**config.mk**
```make
export PLATFORM = sky130hd
export DESIGN_NAME = bounded_deque_with_find_remove
export DESIGN_NICKNAME = d
export VERILOG_FILES = /design/src/hdl/bdq_pkg.sv /design/src/hdl/bdq_cell.sv /design/src/hdl/bounded_deque_with_find_remove.sv
export SDC_FILE = /design/constraint.sdc
export NUM_CORES = 1
export LEC_CHECK = 0
export ABC_AREA = 1
export ABC_CLOCK_PERIOD_IN_PS = 4900
export BUFFER_PORTS_ARGS = -buffer_cell sky130_fd_sc_hd__clkbuf_2
export CAP_MARGIN = 10
export CORE_ASPECT_RATIO = 1.25
export CORE_UTILIZATION = 40
export DETAILED_ROUTE_END_ITERATION = 10
export SKIP_LAST_GASP = 1
export SLEW_MARGIN = 20
export SYNTH_ARGS = -nofsm -noshare
export SYNTH_HDL_FRONTEND = slang
export SYNTH_HIERARCHICAL = 1
export SYNTH_SLANG_ARGS = --single-unit
```
**constraint.sdc**
```tcl
create_clock -name clk -period 4.9 [get_ports clk]
set_input_delay 0 -clock clk [delete_from_list [all_inputs] [get_ports clk]]
set_output_delay 0 -clock clk [all_outputs]
set_load 0.005 [all_outputs]
```
**src/hdl/bdq_pkg.sv**
```systemverilog
`timescale 1ns / 1ps
// ----------------------------------------------------------------------------
// Bounded deque package
// Command and status codes, default sizes and the control word that the
// top level broadcasts to every storage cell.
// ----------------------------------------------------------------------------
package bdq_pkg;

  localparam int DEF_CAPACITY = 16;
  localparam int DEF_ID_WIDTH = 8;

  // Port widths of the command word and the result word.
  localparam int CMD_BITS    = 3;
  localparam int NODE_BITS   = 8;
  localparam int STATUS_BITS = 2;

  localparam logic [CMD_BITS-1:0] CMD_PUSH_FRONT = 3'd0;
  localparam logic [CMD_BITS-1:0] CMD_PUSH_BACK  = 3'd1;
  localparam logic [CMD_BITS-1:0] CMD_POP_FRONT  = 3'd2;
  localparam logic [CMD_BITS-1:0] CMD_POP_BACK   = 3'd3;
  localparam logic [CMD_BITS-1:0] CMD_FIND       = 3'd4;
  localparam logic [CMD_BITS-1:0] CMD_REMOVE     = 3'd5;

  localparam logic [STATUS_BITS-1:0] ST_OK        = 2'd0;
  localparam logic [STATUS_BITS-1:0] ST_EMPTY     = 2'd1;
  localparam logic [STATUS_BITS-1:0] ST_FULL      = 2'd2;
  localparam logic [STATUS_BITS-1:0] ST_NOT_FOUND = 2'd3;

  // Shift and load controls, already qualified by full and empty checks.
  typedef struct packed {
    logic push_front;
    logic push_back;
    logic pop_front;
    logic remove;
  } bdq_ctl_t;

endpackage

```
**src/hdl/bdq_cell.sv**
```systemverilog
`timescale 1ns / 1ps
// ----------------------------------------------------------------------------
// Deque storage cell
// Holds one identifier, compares it against the key and moves it toward
// the front or the back together with its neighbors.
// ----------------------------------------------------------------------------
module bdq_cell #(
  parameter int ID_WIDTH = bdq_pkg::DEF_ID_WIDTH
) (
  input  logic                clk,
  input  bdq_pkg::bdq_ctl_t   ctl,
  input  logic [ID_WIDTH-1:0] key,
  input  logic                occupied,
  input  logic                tail,
  input  logic [ID_WIDTH-1:0] from_front,
  input  logic [ID_WIDTH-1:0] from_back,
  input  logic                hit_in,
  output logic                hit_out,
  output logic [ID_WIDTH-1:0] data
);

  // The hit chain is set from the first matching cell onward, so every
  // cell at or behind the first match closes the gap on a remove.
  assign hit_out = hit_in | (occupied && (data == key));

  always_ff @(posedge clk) begin
    if (ctl.push_front) begin
      data <= from_front;
    end else if (ctl.pop_front || (ctl.remove && hit_out)) begin
      data <= from_back;
    end else if (ctl.push_back && tail) begin
      data <= key;
    end
  end

endmodule

```
**src/hdl/bounded_deque_with_find_remove.sv**
```systemverilog
`timescale 1ns / 1ps
// ----------------------------------------------------------------------------
// Bounded deque with find and remove
// Ordered store of identifiers held in a row of shifting cells.
// ----------------------------------------------------------------------------
// Usage:
//   A command word (command, node_id) is taken at a rising edge where start
//   is high and busy is low. busy stays low: every command finishes in the
//   cycle it is taken, so a new word may be given on every cycle.
//   In the cycle after a command is taken, done is high for exactly one cycle
//   with result_id, status and count. The receiver cannot stall; results are
//   not held. Throughput is one command per cycle. The whole command
//   (compare in every cell, the first-match chain through the row and the
//   shift of all cells) is worked out combinationally into the registers;
//   the match chain across the row of cells sets the clock period.
//   Pushes at the front and pops at the front shift the whole row; pushes
//   and pops at the back only touch the tail. A remove shifts every cell
//   from the first match onward toward the front.
//   Synchronous reset empties the deque and clears done; cell contents are
//   not cleared, as only occupied cells are ever read.
// ----------------------------------------------------------------------------
module bounded_deque_with_find_remove #(
  parameter int CAPACITY = bdq_pkg::DEF_CAPACITY,
  parameter int ID_WIDTH = bdq_pkg::DEF_ID_WIDTH,
  localparam int CNT_W   = $clog2(CAPACITY + 1)
) (
  input  logic                            clk,
  input  logic                            rst,
  input  logic                            start,
  output logic                            busy,
  input  logic [bdq_pkg::CMD_BITS-1:0]    command,
  input  logic [bdq_pkg::NODE_BITS-1:0]   node_id,
  output logic                            done,
  output logic [bdq_pkg::NODE_BITS-1:0]   result_id,
  output logic [bdq_pkg::STATUS_BITS-1:0] status,
  output logic [CNT_W-1:0]                count
);

  logic [CNT_W-1:0]    cnt;
  logic [CNT_W-1:0]    cnt_next;
  logic                accept;
  logic                full;
  logic                empty;
  logic                found;
  logic [ID_WIDTH-1:0] key;
  logic [ID_WIDTH-1:0] back_data;
  logic [ID_WIDTH-1:0] res_word;
  logic [bdq_pkg::STATUS_BITS-1:0] status_next;
  bdq_pkg::bdq_ctl_t   ctl;

  logic [ID_WIDTH-1:0] cell_data [CAPACITY];
  logic [ID_WIDTH-1:0] back_pick [CAPACITY];
  logic [CAPACITY:0]   hit;

  assign busy   = 1'b0;
  assign accept = start && !busy;
  assign key    = ID_WIDTH'(node_id);
  assign full   = (cnt == CNT_W'(CAPACITY));
  assign empty  = (cnt == '0);
  assign found  = hit[CAPACITY];
  assign hit[0] = 1'b0;

  always_comb begin
    ctl            = '0;
    ctl.push_front = accept && (command == bdq_pkg::CMD_PUSH_FRONT) && !full;
    ctl.push_back  = accept && (command == bdq_pkg::CMD_PUSH_BACK) && !full;
    ctl.pop_front  = accept && (command == bdq_pkg::CMD_POP_FRONT) && !empty;
    ctl.remove     = accept && (command == bdq_pkg::CMD_REMOVE);
  end

  for (genvar i = 0; i < CAPACITY; i++) begin : g_cell
    logic [ID_WIDTH-1:0] from_front;
    logic [ID_WIDTH-1:0] from_back;

    if (i == 0) begin : g_head
      assign from_front = key;
    end else begin : g_body
      assign from_front = cell_data[i-1];
    end
    if (i == CAPACITY - 1) begin : g_end
      assign from_back = '0;
    end else begin : g_mid
      assign from_back = cell_data[i+1];
    end

    bdq_cell #(
      .ID_WIDTH(ID_WIDTH)
    ) u_cell (
      .clk       (clk),
      .ctl       (ctl),
      .key       (key),
      .occupied  (cnt > CNT_W'(i)),
      .tail      (cnt == CNT_W'(i)),
      .from_front(from_front),
      .from_back (from_back),
      .hit_in    (hit[i]),
      .hit_out   (hit[i+1]),
      .data      (cell_data[i])
    );

    // The last occupied cell drives the pop-back word; all others give zero.
    if (i == 0) begin : g_pick0
      assign back_pick[i] = (cnt == CNT_W'(i + 1)) ? cell_data[i] : '0;
    end else begin : g_pickn
      assign back_pick[i] = back_pick[i-1] |
                            ((cnt == CNT_W'(i + 1)) ? cell_data[i] : '0);
    end
  end

  assign back_data = back_pick[CAPACITY-1];

  always_comb begin
    res_word    = key;
    status_next = bdq_pkg::ST_OK;
    cnt_next    = cnt;
    unique case (command)
      bdq_pkg::CMD_PUSH_FRONT, bdq_pkg::CMD_PUSH_BACK: begin
        if (full) begin
          status_next = bdq_pkg::ST_FULL;
        end else begin
          cnt_next = cnt + 1'b1;
        end
      end
      bdq_pkg::CMD_POP_FRONT, bdq_pkg::CMD_POP_BACK: begin
        if (empty) begin
          res_word    = '0;
          status_next = bdq_pkg::ST_EMPTY;
        end else begin
          res_word = (command == bdq_pkg::CMD_POP_FRONT) ? cell_data[0] : back_data;
          cnt_next = cnt - 1'b1;
        end
      end
      bdq_pkg::CMD_FIND: begin
        if (!found) begin
          status_next = bdq_pkg::ST_NOT_FOUND;
        end
      end
      bdq_pkg::CMD_REMOVE: begin
        if (!found) begin
          status_next = bdq_pkg::ST_NOT_FOUND;
        end else begin
          cnt_next = cnt - 1'b1;
        end
      end
      default: begin
      end
    endcase
  end

  always_ff @(posedge clk) begin
    if (rst) begin
      cnt  <= '0;
      done <= 1'b0;
    end else begin
      done <= accept;
      if (accept) begin
        cnt <= cnt_next;
      end
    end
  end

  always_ff @(posedge clk) begin
    if (accept) begin
      result_id <= bdq_pkg::NODE_BITS'(res_word);
      status    <= status_next;
    end
  end

  assign count = cnt;

  // The occupancy never exceeds the number of cells.
  a_cnt_bound: assert property (@(posedge clk) disable iff (rst)
    cnt <= CNT_W'(CAPACITY))
    else $error("occupancy beyond capacity");

  // A result word appears only for a command taken on the cycle before.
  a_done_src: assert property (@(posedge clk) disable iff (rst)
    done |-> $past(start))
    else $error("result without a command");

  // An empty flag is only given while nothing is stored.
  a_empty_cnt: assert property (@(posedge clk) disable iff (rst)
    (done && (status == bdq_pkg::ST_EMPTY)) |-> (count == '0))
    else $error("empty status with stored words");

  // A full flag is only given when every cell is occupied.
  a_full_cnt: assert property (@(posedge clk) disable iff (rst)
    (done && (status == bdq_pkg::ST_FULL)) |-> (count == CNT_W'(CAPACITY)))
    else $error("full status with free cells");

  // A successful remove takes exactly one word out.
  a_remove_dec: assert property (@(posedge clk) disable iff (rst)
    (done && ($past(command) == bdq_pkg::CMD_REMOVE) && (status == bdq_pkg::ST_OK))
      |-> (count == CNT_W'($past(cnt) - 1'b1)))
    else $error("remove did not shorten the deque by one");

endmodule
```
## Word-level counts from Yosys, hierarchy flattened

Index checks and enable logic that the tools add are counted.

| storage, ports and cells | value |
|---|---|
| register bits | 144 |
| bits in latches | 0 |
| bits in writable memories | 0 |
| memory bits (read-only) | 0 |
| bits of input ports | 14 |
| output and inout bits | 17 |
| memories | 0 |

| cells by class | value |
|---|---|
| $add $sub $neg | 2 |
| multipliers | 0 |
| div/mod/pow operators | 0 |
| $lt $le $gt $ge | 16 |
| equal/unequal tests | 40 |
| shift-type cells | 0 |
| multiplexer cells | 75 |
| bitwise gates (word level) | 30 |
| reduce and logical (&&, ||, !) cells | 96 |

Operator list:

| kind | number |
|---|---|
| 2-to-1 mux 8 bit | 67 |
| == test 8 bit | 16 |
| bitwise OR 8 bit | 15 |
| logical AND 1 bit | 55 |
| nonzero test 3 bit | 17 |
| == test 5 x 4 -> 1 bit, second input constant | 8 |
| greater-than comparator 5 x 4 -> 1 bit, second input constant | 8 |
| == test 5 x 3 -> 1 bit, second input constant | 4 |
| greater-than comparator 5 x 3 -> 1 bit, second input constant | 4 |
| logical OR 1 bit | 16 |
| 2-to-1 mux 5 bit | 3 |
| bitwise OR 1 bit | 15 |
| case mux 5 bit (3 select lines) | 1 |
| == test 5 x 2 -> 1 bit, second input constant | 2 |
| greater-than comparator 5 x 1 -> 1 bit, second input constant | 2 |
| greater-than comparator 5 x 2 -> 1 bit, second input constant | 2 |
| == test 3 x 2 -> 1 bit, second input constant | 2 |
| == test 3 bit, second input constant | 2 |
| case mux 2 bit (3 select lines) | 1 |
| OR reduction 2 bit | 3 |
| adder 5 x 1 -> 5 bit, second input constant | 1 |
| == test 5 x 1 -> 1 bit, second input constant | 1 |
| == test 5 bit, second input constant | 1 |
| logical NOT 5 bit | 1 |
| 9 further kinds | 12 |

## Logic depth before layout (Yosys ltp)

| logic depth | value |
|---|---|
| word-level depth | 21 |
| mapped depth | 47 |
| gate-level depth less buffers | 46 |

## Modules after synthesis

Netlist, hierarchy kept.

By module, submodules not included:

| module | instances | cells each | area each (sq um) | sequential area each (sq um) |
|---|---|---|---|---|
| bdq_cell | 16 | 108 | 670.6 | 240.2 |
| bounded_deque_with_find_remove | 1 | 436 | 2,292.2 | 420.4 |

## Least setup slack after synthesis

OpenSTA, ideal clock, no wires.

| timing path | value |
|---|---|
| kind | reg2reg |
| start point | reg cnt[0] (netlist: count[0]) |
| end point | reg g_cell[15].u_cell.data[0] (enable) |
| data arrival time | 4,085 ps |
| setup slack | 486 ps |
| stages on the path, launching flop included | 45 |
| buffers on the path | 1 |
| cells stage by stage | dfxtp_1 -> inv_1 -> buf_2 -> ha_1 -> nand2_2 -> inv_1 -> a21oi_2 -> nand2_1 -> nor2_1 -> nand3_1 -> nand2_2 -> inv_1 -> nand2_2 -> inv_1 -> nand2_2 -> inv_1 -> nand2_2 -> inv_1 -> [... 9 more ...] -> inv_1 -> nand2_2 -> inv_1 -> nand2_2 -> inv_1 -> nand2_2 -> inv_1 -> nand2_2 -> inv_1 -> nand2_2 -> inv_1 -> nand2_2 -> inv_1 -> nand2_2 -> nand2_4 -> nand2_4 -> a21oi_1 -> nand2_1 |

| on the way | value |
|---|---|
| word-level cells in the longest chain between the ends | 20 |

RTL lines:

| what | line | text |
|---|---|---|
| start, declared | bounded_deque_with_find_remove.sv:39 | `logic [CNT_W-1:0] cnt;` |
| start signal, assigned | bounded_deque_with_find_remove.sv:157 | `cnt <= cnt_next;` |
| greater-than comparator 5 x 1 -> 1 bit | bounded_deque_with_find_remove.sv:92 | `.occupied (cnt > CNT_W'(i)),` |
| logical AND 1 bit | bdq_cell.sv:24 | `assign hit_out = hit_in \| (occupied && (data == key));` |
| via hit[1] | bounded_deque_with_find_remove.sv:53 | `logic [CAPACITY:0] hit;` |
| bitwise OR 1 bit | bdq_cell.sv:24 |  |
| via hit[2] | bounded_deque_with_find_remove.sv:53 |  |
| bitwise OR 1 bit | bdq_cell.sv:24 |  |
| via hit[3] | bounded_deque_with_find_remove.sv:53 |  |
| bitwise OR 1 bit | bdq_cell.sv:24 |  |
| via hit[4] | bounded_deque_with_find_remove.sv:53 |  |
| [... 1 more ...] | n/a |  |
| via hit[5] | bounded_deque_with_find_remove.sv:53 |  |
| [... 1 more ...] | n/a |  |
| via hit[6] | bounded_deque_with_find_remove.sv:53 |  |
| [... 1 more ...] | n/a |  |
| via hit[7] | bounded_deque_with_find_remove.sv:53 |  |
| [... 1 more ...] | n/a |  |
| via hit[8] | bounded_deque_with_find_remove.sv:53 |  |
| [... 1 more ...] | n/a |  |
| via hit[9] | bounded_deque_with_find_remove.sv:53 |  |
| [... 1 more ...] | n/a |  |
| via hit[10] | bounded_deque_with_find_remove.sv:53 |  |
| [... 1 more ...] | n/a |  |
| via hit[11] | bounded_deque_with_find_remove.sv:53 |  |
| [... 1 more ...] | n/a |  |
| via hit[12] | bounded_deque_with_find_remove.sv:53 |  |
| [... 1 more ...] | n/a |  |
| via hit[13] | bounded_deque_with_find_remove.sv:53 |  |
| [... 1 more ...] | n/a |  |
| via hit[14] | bounded_deque_with_find_remove.sv:53 |  |
| bitwise OR 1 bit | bdq_cell.sv:24 |  |
| via hit[15] | bounded_deque_with_find_remove.sv:53 |  |
| bitwise OR 1 bit | bdq_cell.sv:24 |  |
| via found | bounded_deque_with_find_remove.sv:44 | `logic found;` |
| logical AND 1 bit | bdq_cell.sv:29 | `end else if (ctl.pop_front \|\| (ctl.remove && hit_out)) begin` |
| logical OR 1 bit | bdq_cell.sv:29 |  |
| nonzero test 3 bit (no line) | n/a |  |
| end signal, assigned | bdq_cell.sv:28 | `data <= from_front;` |
| end signal, assigned | bdq_cell.sv:30 | `data <= from_back;` |
| end signal, assigned | bdq_cell.sv:32 | `data <= key;` |
| end, declared | bdq_cell.sv:19 | `output logic [ID_WIDTH-1:0] data` |

The timed path passes the listed nets, and every way through them passes these cells.
A chain may end at the register's enable or synchronous reset.

## Final worst setup path

| timing path | value |
|---|---|
| start point | reg cnt[0] (netlist: count[0]) |
| end point | reg cnt[2] (netlist: count[2]) |

| on the way | value |
|---|---|
| word-level cells in the longest chain between the ends | 19 |

RTL lines:

| what | line |
|---|---|
| greater-than comparator 5 x 1 -> 1 bit | bounded_deque_with_find_remove.sv:92 |
| logical AND 1 bit | bdq_cell.sv:24 |
| via hit[1] | bounded_deque_with_find_remove.sv:53 |
| bitwise OR 1 bit | bdq_cell.sv:24 |
| via hit[2] | bounded_deque_with_find_remove.sv:53 |
| bitwise OR 1 bit | bdq_cell.sv:24 |
| via hit[3] | bounded_deque_with_find_remove.sv:53 |
| bitwise OR 1 bit | bdq_cell.sv:24 |
| via hit[4] | bounded_deque_with_find_remove.sv:53 |
| [... 1 more ...] | n/a |
| via hit[5] | bounded_deque_with_find_remove.sv:53 |
| [... 1 more ...] | n/a |
| via hit[6] | bounded_deque_with_find_remove.sv:53 |
| [... 1 more ...] | n/a |
| via hit[7] | bounded_deque_with_find_remove.sv:53 |
| [... 1 more ...] | n/a |
| via hit[8] | bounded_deque_with_find_remove.sv:53 |
| [... 1 more ...] | n/a |
| via hit[9] | bounded_deque_with_find_remove.sv:53 |
| [... 1 more ...] | n/a |
| via hit[10] | bounded_deque_with_find_remove.sv:53 |
| [... 1 more ...] | n/a |
| via hit[11] | bounded_deque_with_find_remove.sv:53 |
| [... 1 more ...] | n/a |
| via hit[12] | bounded_deque_with_find_remove.sv:53 |
| [... 1 more ...] | n/a |
| via hit[13] | bounded_deque_with_find_remove.sv:53 |
| bitwise OR 1 bit | bdq_cell.sv:24 |
| via hit[14] | bounded_deque_with_find_remove.sv:53 |
| bitwise OR 1 bit | bdq_cell.sv:24 |
| via hit[15] | bounded_deque_with_find_remove.sv:53 |
| bitwise OR 1 bit | bdq_cell.sv:24 |
| via found | bounded_deque_with_find_remove.sv:44 |
| inequality test 2 x 1 -> 1 bit (no line) | n/a |
| AND reduction 5 bit (no line) | n/a |

The timed path passes the listed nets, and every way through them passes these cells. The select of a mux whose other input is x is not followed.

==> impl_metrics.tcl <==
set metrics [dict create \
    crit_required_ns 5.30 \
    cts_buffer_depth 2 \
    final-setup-viol-count 0 \
    final_nets 2241 \
    period_share_pct 89.5 \
    worstSkewPairLatency_ns 0.47 \
    status "finished, final reports clean" \
    worst_r2r_startpoint "count[0]" \
    port_buffers 29 \
    synth_cells 2164 \
    crit_start "count[0]" \
    die_h_um 204 \
    grt_start_max_net_pins 145 \
    antenna_left 0 \
    ys_types 33 \
    io_pins 31 \
    postRouteWirelength_mm 47.1 \
    grt_pass1_vias 12565 \
    route.detailed.drc 0 \
    fmaxAchievable_mhz 228 \
    critPathSlowestCell "dfxtp_1" \
    dp_hpwl_mm 35.5 \
    drive_gt1_share_pct 9.27 \
    fin_tns_setup_ns 0 \
    numCtsBuffers 17 \
    hold_path.class "input pin to flip-flop" \
    clock_sinks 144 \
    relSlewSlack_pct 38.5 \
    dr.pass1.iters 6 \
    fin_skew_ns 0.0170 \
    coreArea_mm2 0.0320 \
    globalRouteOverflowTotal 0 \
    cap_violations 0 \
    grt_use_total_pct 29.1 \
    tritoncts "built" \
    syn_area_per_cell_um2 6.02 \
    fin_crit_ns 4.38 \
    antennaDiodeCount 0 \
    start_util_pct 40.7 \
    hold_viol_final 0 \
    dp_slack_ns 0.412 \
    drt_iter0_markers 1242 \
    antenna_found_initial 0 \
    slowest_delay_ns 0.33 \
    peakVddDrop_mv 0.237 \
    critPathMaxFanout 7 \
    n_fill_cell 3504 \
    ys_ff_latch 144 \
    yosysWarnings 6 \
    power.density_mw_per_mm2 261 \
    path_clk_slew_ns 0.07 \
    whs_ns 0.0413 \
    rsz0062_at_grt "false" \
    syn_to_final_growth_pct 10.9 \
    start_kind "flip-flop" \
    drv_slew 0 \
    cts_max_level 4 \
    viasPerCell 5.08 \
    p_leak_nw 8.01 \
    crit_type "flip-flop to flip-flop" \
    wire_per_inst_um 17.8 \
    min_from "command[2]" \
    layout_setup_ws_ns 0.515 \
    yosysSeqAreaShare_pct 32.7 \
    die-area_mm2 0.0333 \
    root_buffer "clkbuf_16" \
    cp.arrival_ns 4.78 \
    vias 13434 \
    place.gp.congestion 1.01 \
    grt_pass1_wl_mm 72.3 \
    core.rowCount 73 \
    die_w_um 163 \
    cp-end-kind "flip-flop" \
    syn_area_mm2 0.0130 \
    tightest_slew_ns 0.920 \
    p_total_w 0.00377 \
    cp_common_cell "inv_1" \
]
[path summary, 6_finish.rpt]
check                    to  cells after the start  slack [ns]
setup reg to reg   count[2]                     45        0.52
setup / recovery   count[2]                     45        0.52
hold / removal    status[0]                      3        0.04
hold reg to reg    count[4]                      2        0.59
[registers in the layout, indices dropped and copies added, names as in the netlist]
signal,flops
count,5
done,1
g_cell.u_cell/data,128
result_id,8
status,2
[timing repair]
action,4_1_cts,5_1_grt
resized for setup,0,2
setup buffers,0,0
hold buffers,2,0
hold endpoints to repair,14,0
setup endpoints to repair,0,12
[cells in the final DEF, fill, tap and decap left out, drive strengths merged]
cell type	n
a21oi	37
a22oi	1
and2	1
buf	23
bufinv	4
clkbuf	49
clkinv	36
clkinvlp	4
conb	10
dfxtp	6
dlygate4sd3	2
edfxtp	138
ha	6
inv	450
nand2	910
nand3	326
nand4	10
nor2	157
nor3	26
o21ai	29
o22ai	2
o2bb2ai	2
o31ai	1
xnor2	2
xor2	2
[per-stage QoR]
step | util, % | instances | area (um2)
4_1_cts | 45.2 | 2646 | 14400
3_5_place_dp | 43.2 | 2612 | 13800
5_1_grt | 45.2 | 2646 | 14400
6_report | 45.2 | 2646 | 14400
3_3_place_gp | 43.2 | 2612 | 13800
2_1_floorplan | - | 2173 | 13100
[layout make-up]
class	count	area (um2)	area share (%)
clock buffer	20	437	3.02
timing repair buffer	54	350	2.43
tap	412	515	3.57
clock inverter	12	185	1.28
sequential	144	4270	29.5
multi-input combinational	1522	6880	47.6
inverter	482	1810	12.5
[synth_stat cells, drive strengths merged]
library cell	instances	area share, %
a21oi	37	1.9
a22oi	1	0.058
and2	1	0.048
buf	25	0.99
clkinv	33	0.95
conb	1	0.029
dfxtp	6	0.92
edfxtp	138	32
ha	6	0.58
inv	449	13
nand2	910	28
nand3	326	13
nand4	10	0.48
nor2	157	4.8
nor3	26	1.8
o21ai	29	1.1
o22ai	2	0.096
o2bb2ai	2	0.13
o31ai	1	0.058
xnor2	2	0.13
xor2	2	0.13
[power breakdown]
| part | switching (W) | total, W | internal [W] | leakage (nW) |
|---|---|---|---|---|
| clock network | 0.000576 | 0.00143 | 0.000855 | 0.287 |
| logic | 0.000525 | 0.000775 | 0.000249 | 6.40 |
| registers | 0.000113 | 0.00156 | 0.00145 | 1.32 |
[critical path: cells and delay by family, from the launching register on]
family | cells | cell delay (ns)
buffers and inverters | 19 | 1.23
adder cells (fa/ha/maj) | 1 | 0.26
flip-flops | 1 | 0.33
AO/OA/AOI/OAI | 3 | 0.38
AND/OR/NAND/NOR | 22 | 2.10
[cells by family (layout without fill, tap and decap cells)]
kind of cell,Yosys count,after routing,synth area share [%]
AOI/OAI and AO/OA,72,72,3.34
xor gates and xnor gates,4,4,0.269
adders and majority gates,6,6,0.576
buffers and inverters,507,568,14.9
DFF,144,144,32.7
other,1,10,0.0288
and+or+nand+nor,1430,1430,48.2
[layer usage]
metal  up-vias  global-route usage [%]  part of all wire [%]  wire [um]
met2       489                    48.4                    47      22300
li1       6731                       -                     -          -
met3        90                    4.56                   6.7       3170
met4         0                    12.7                   3.6       1690
met5         -                       0                     0          0
met1      6124                    37.0                    42      19900
Note: power is estimated with default switching activity, not from simulation.
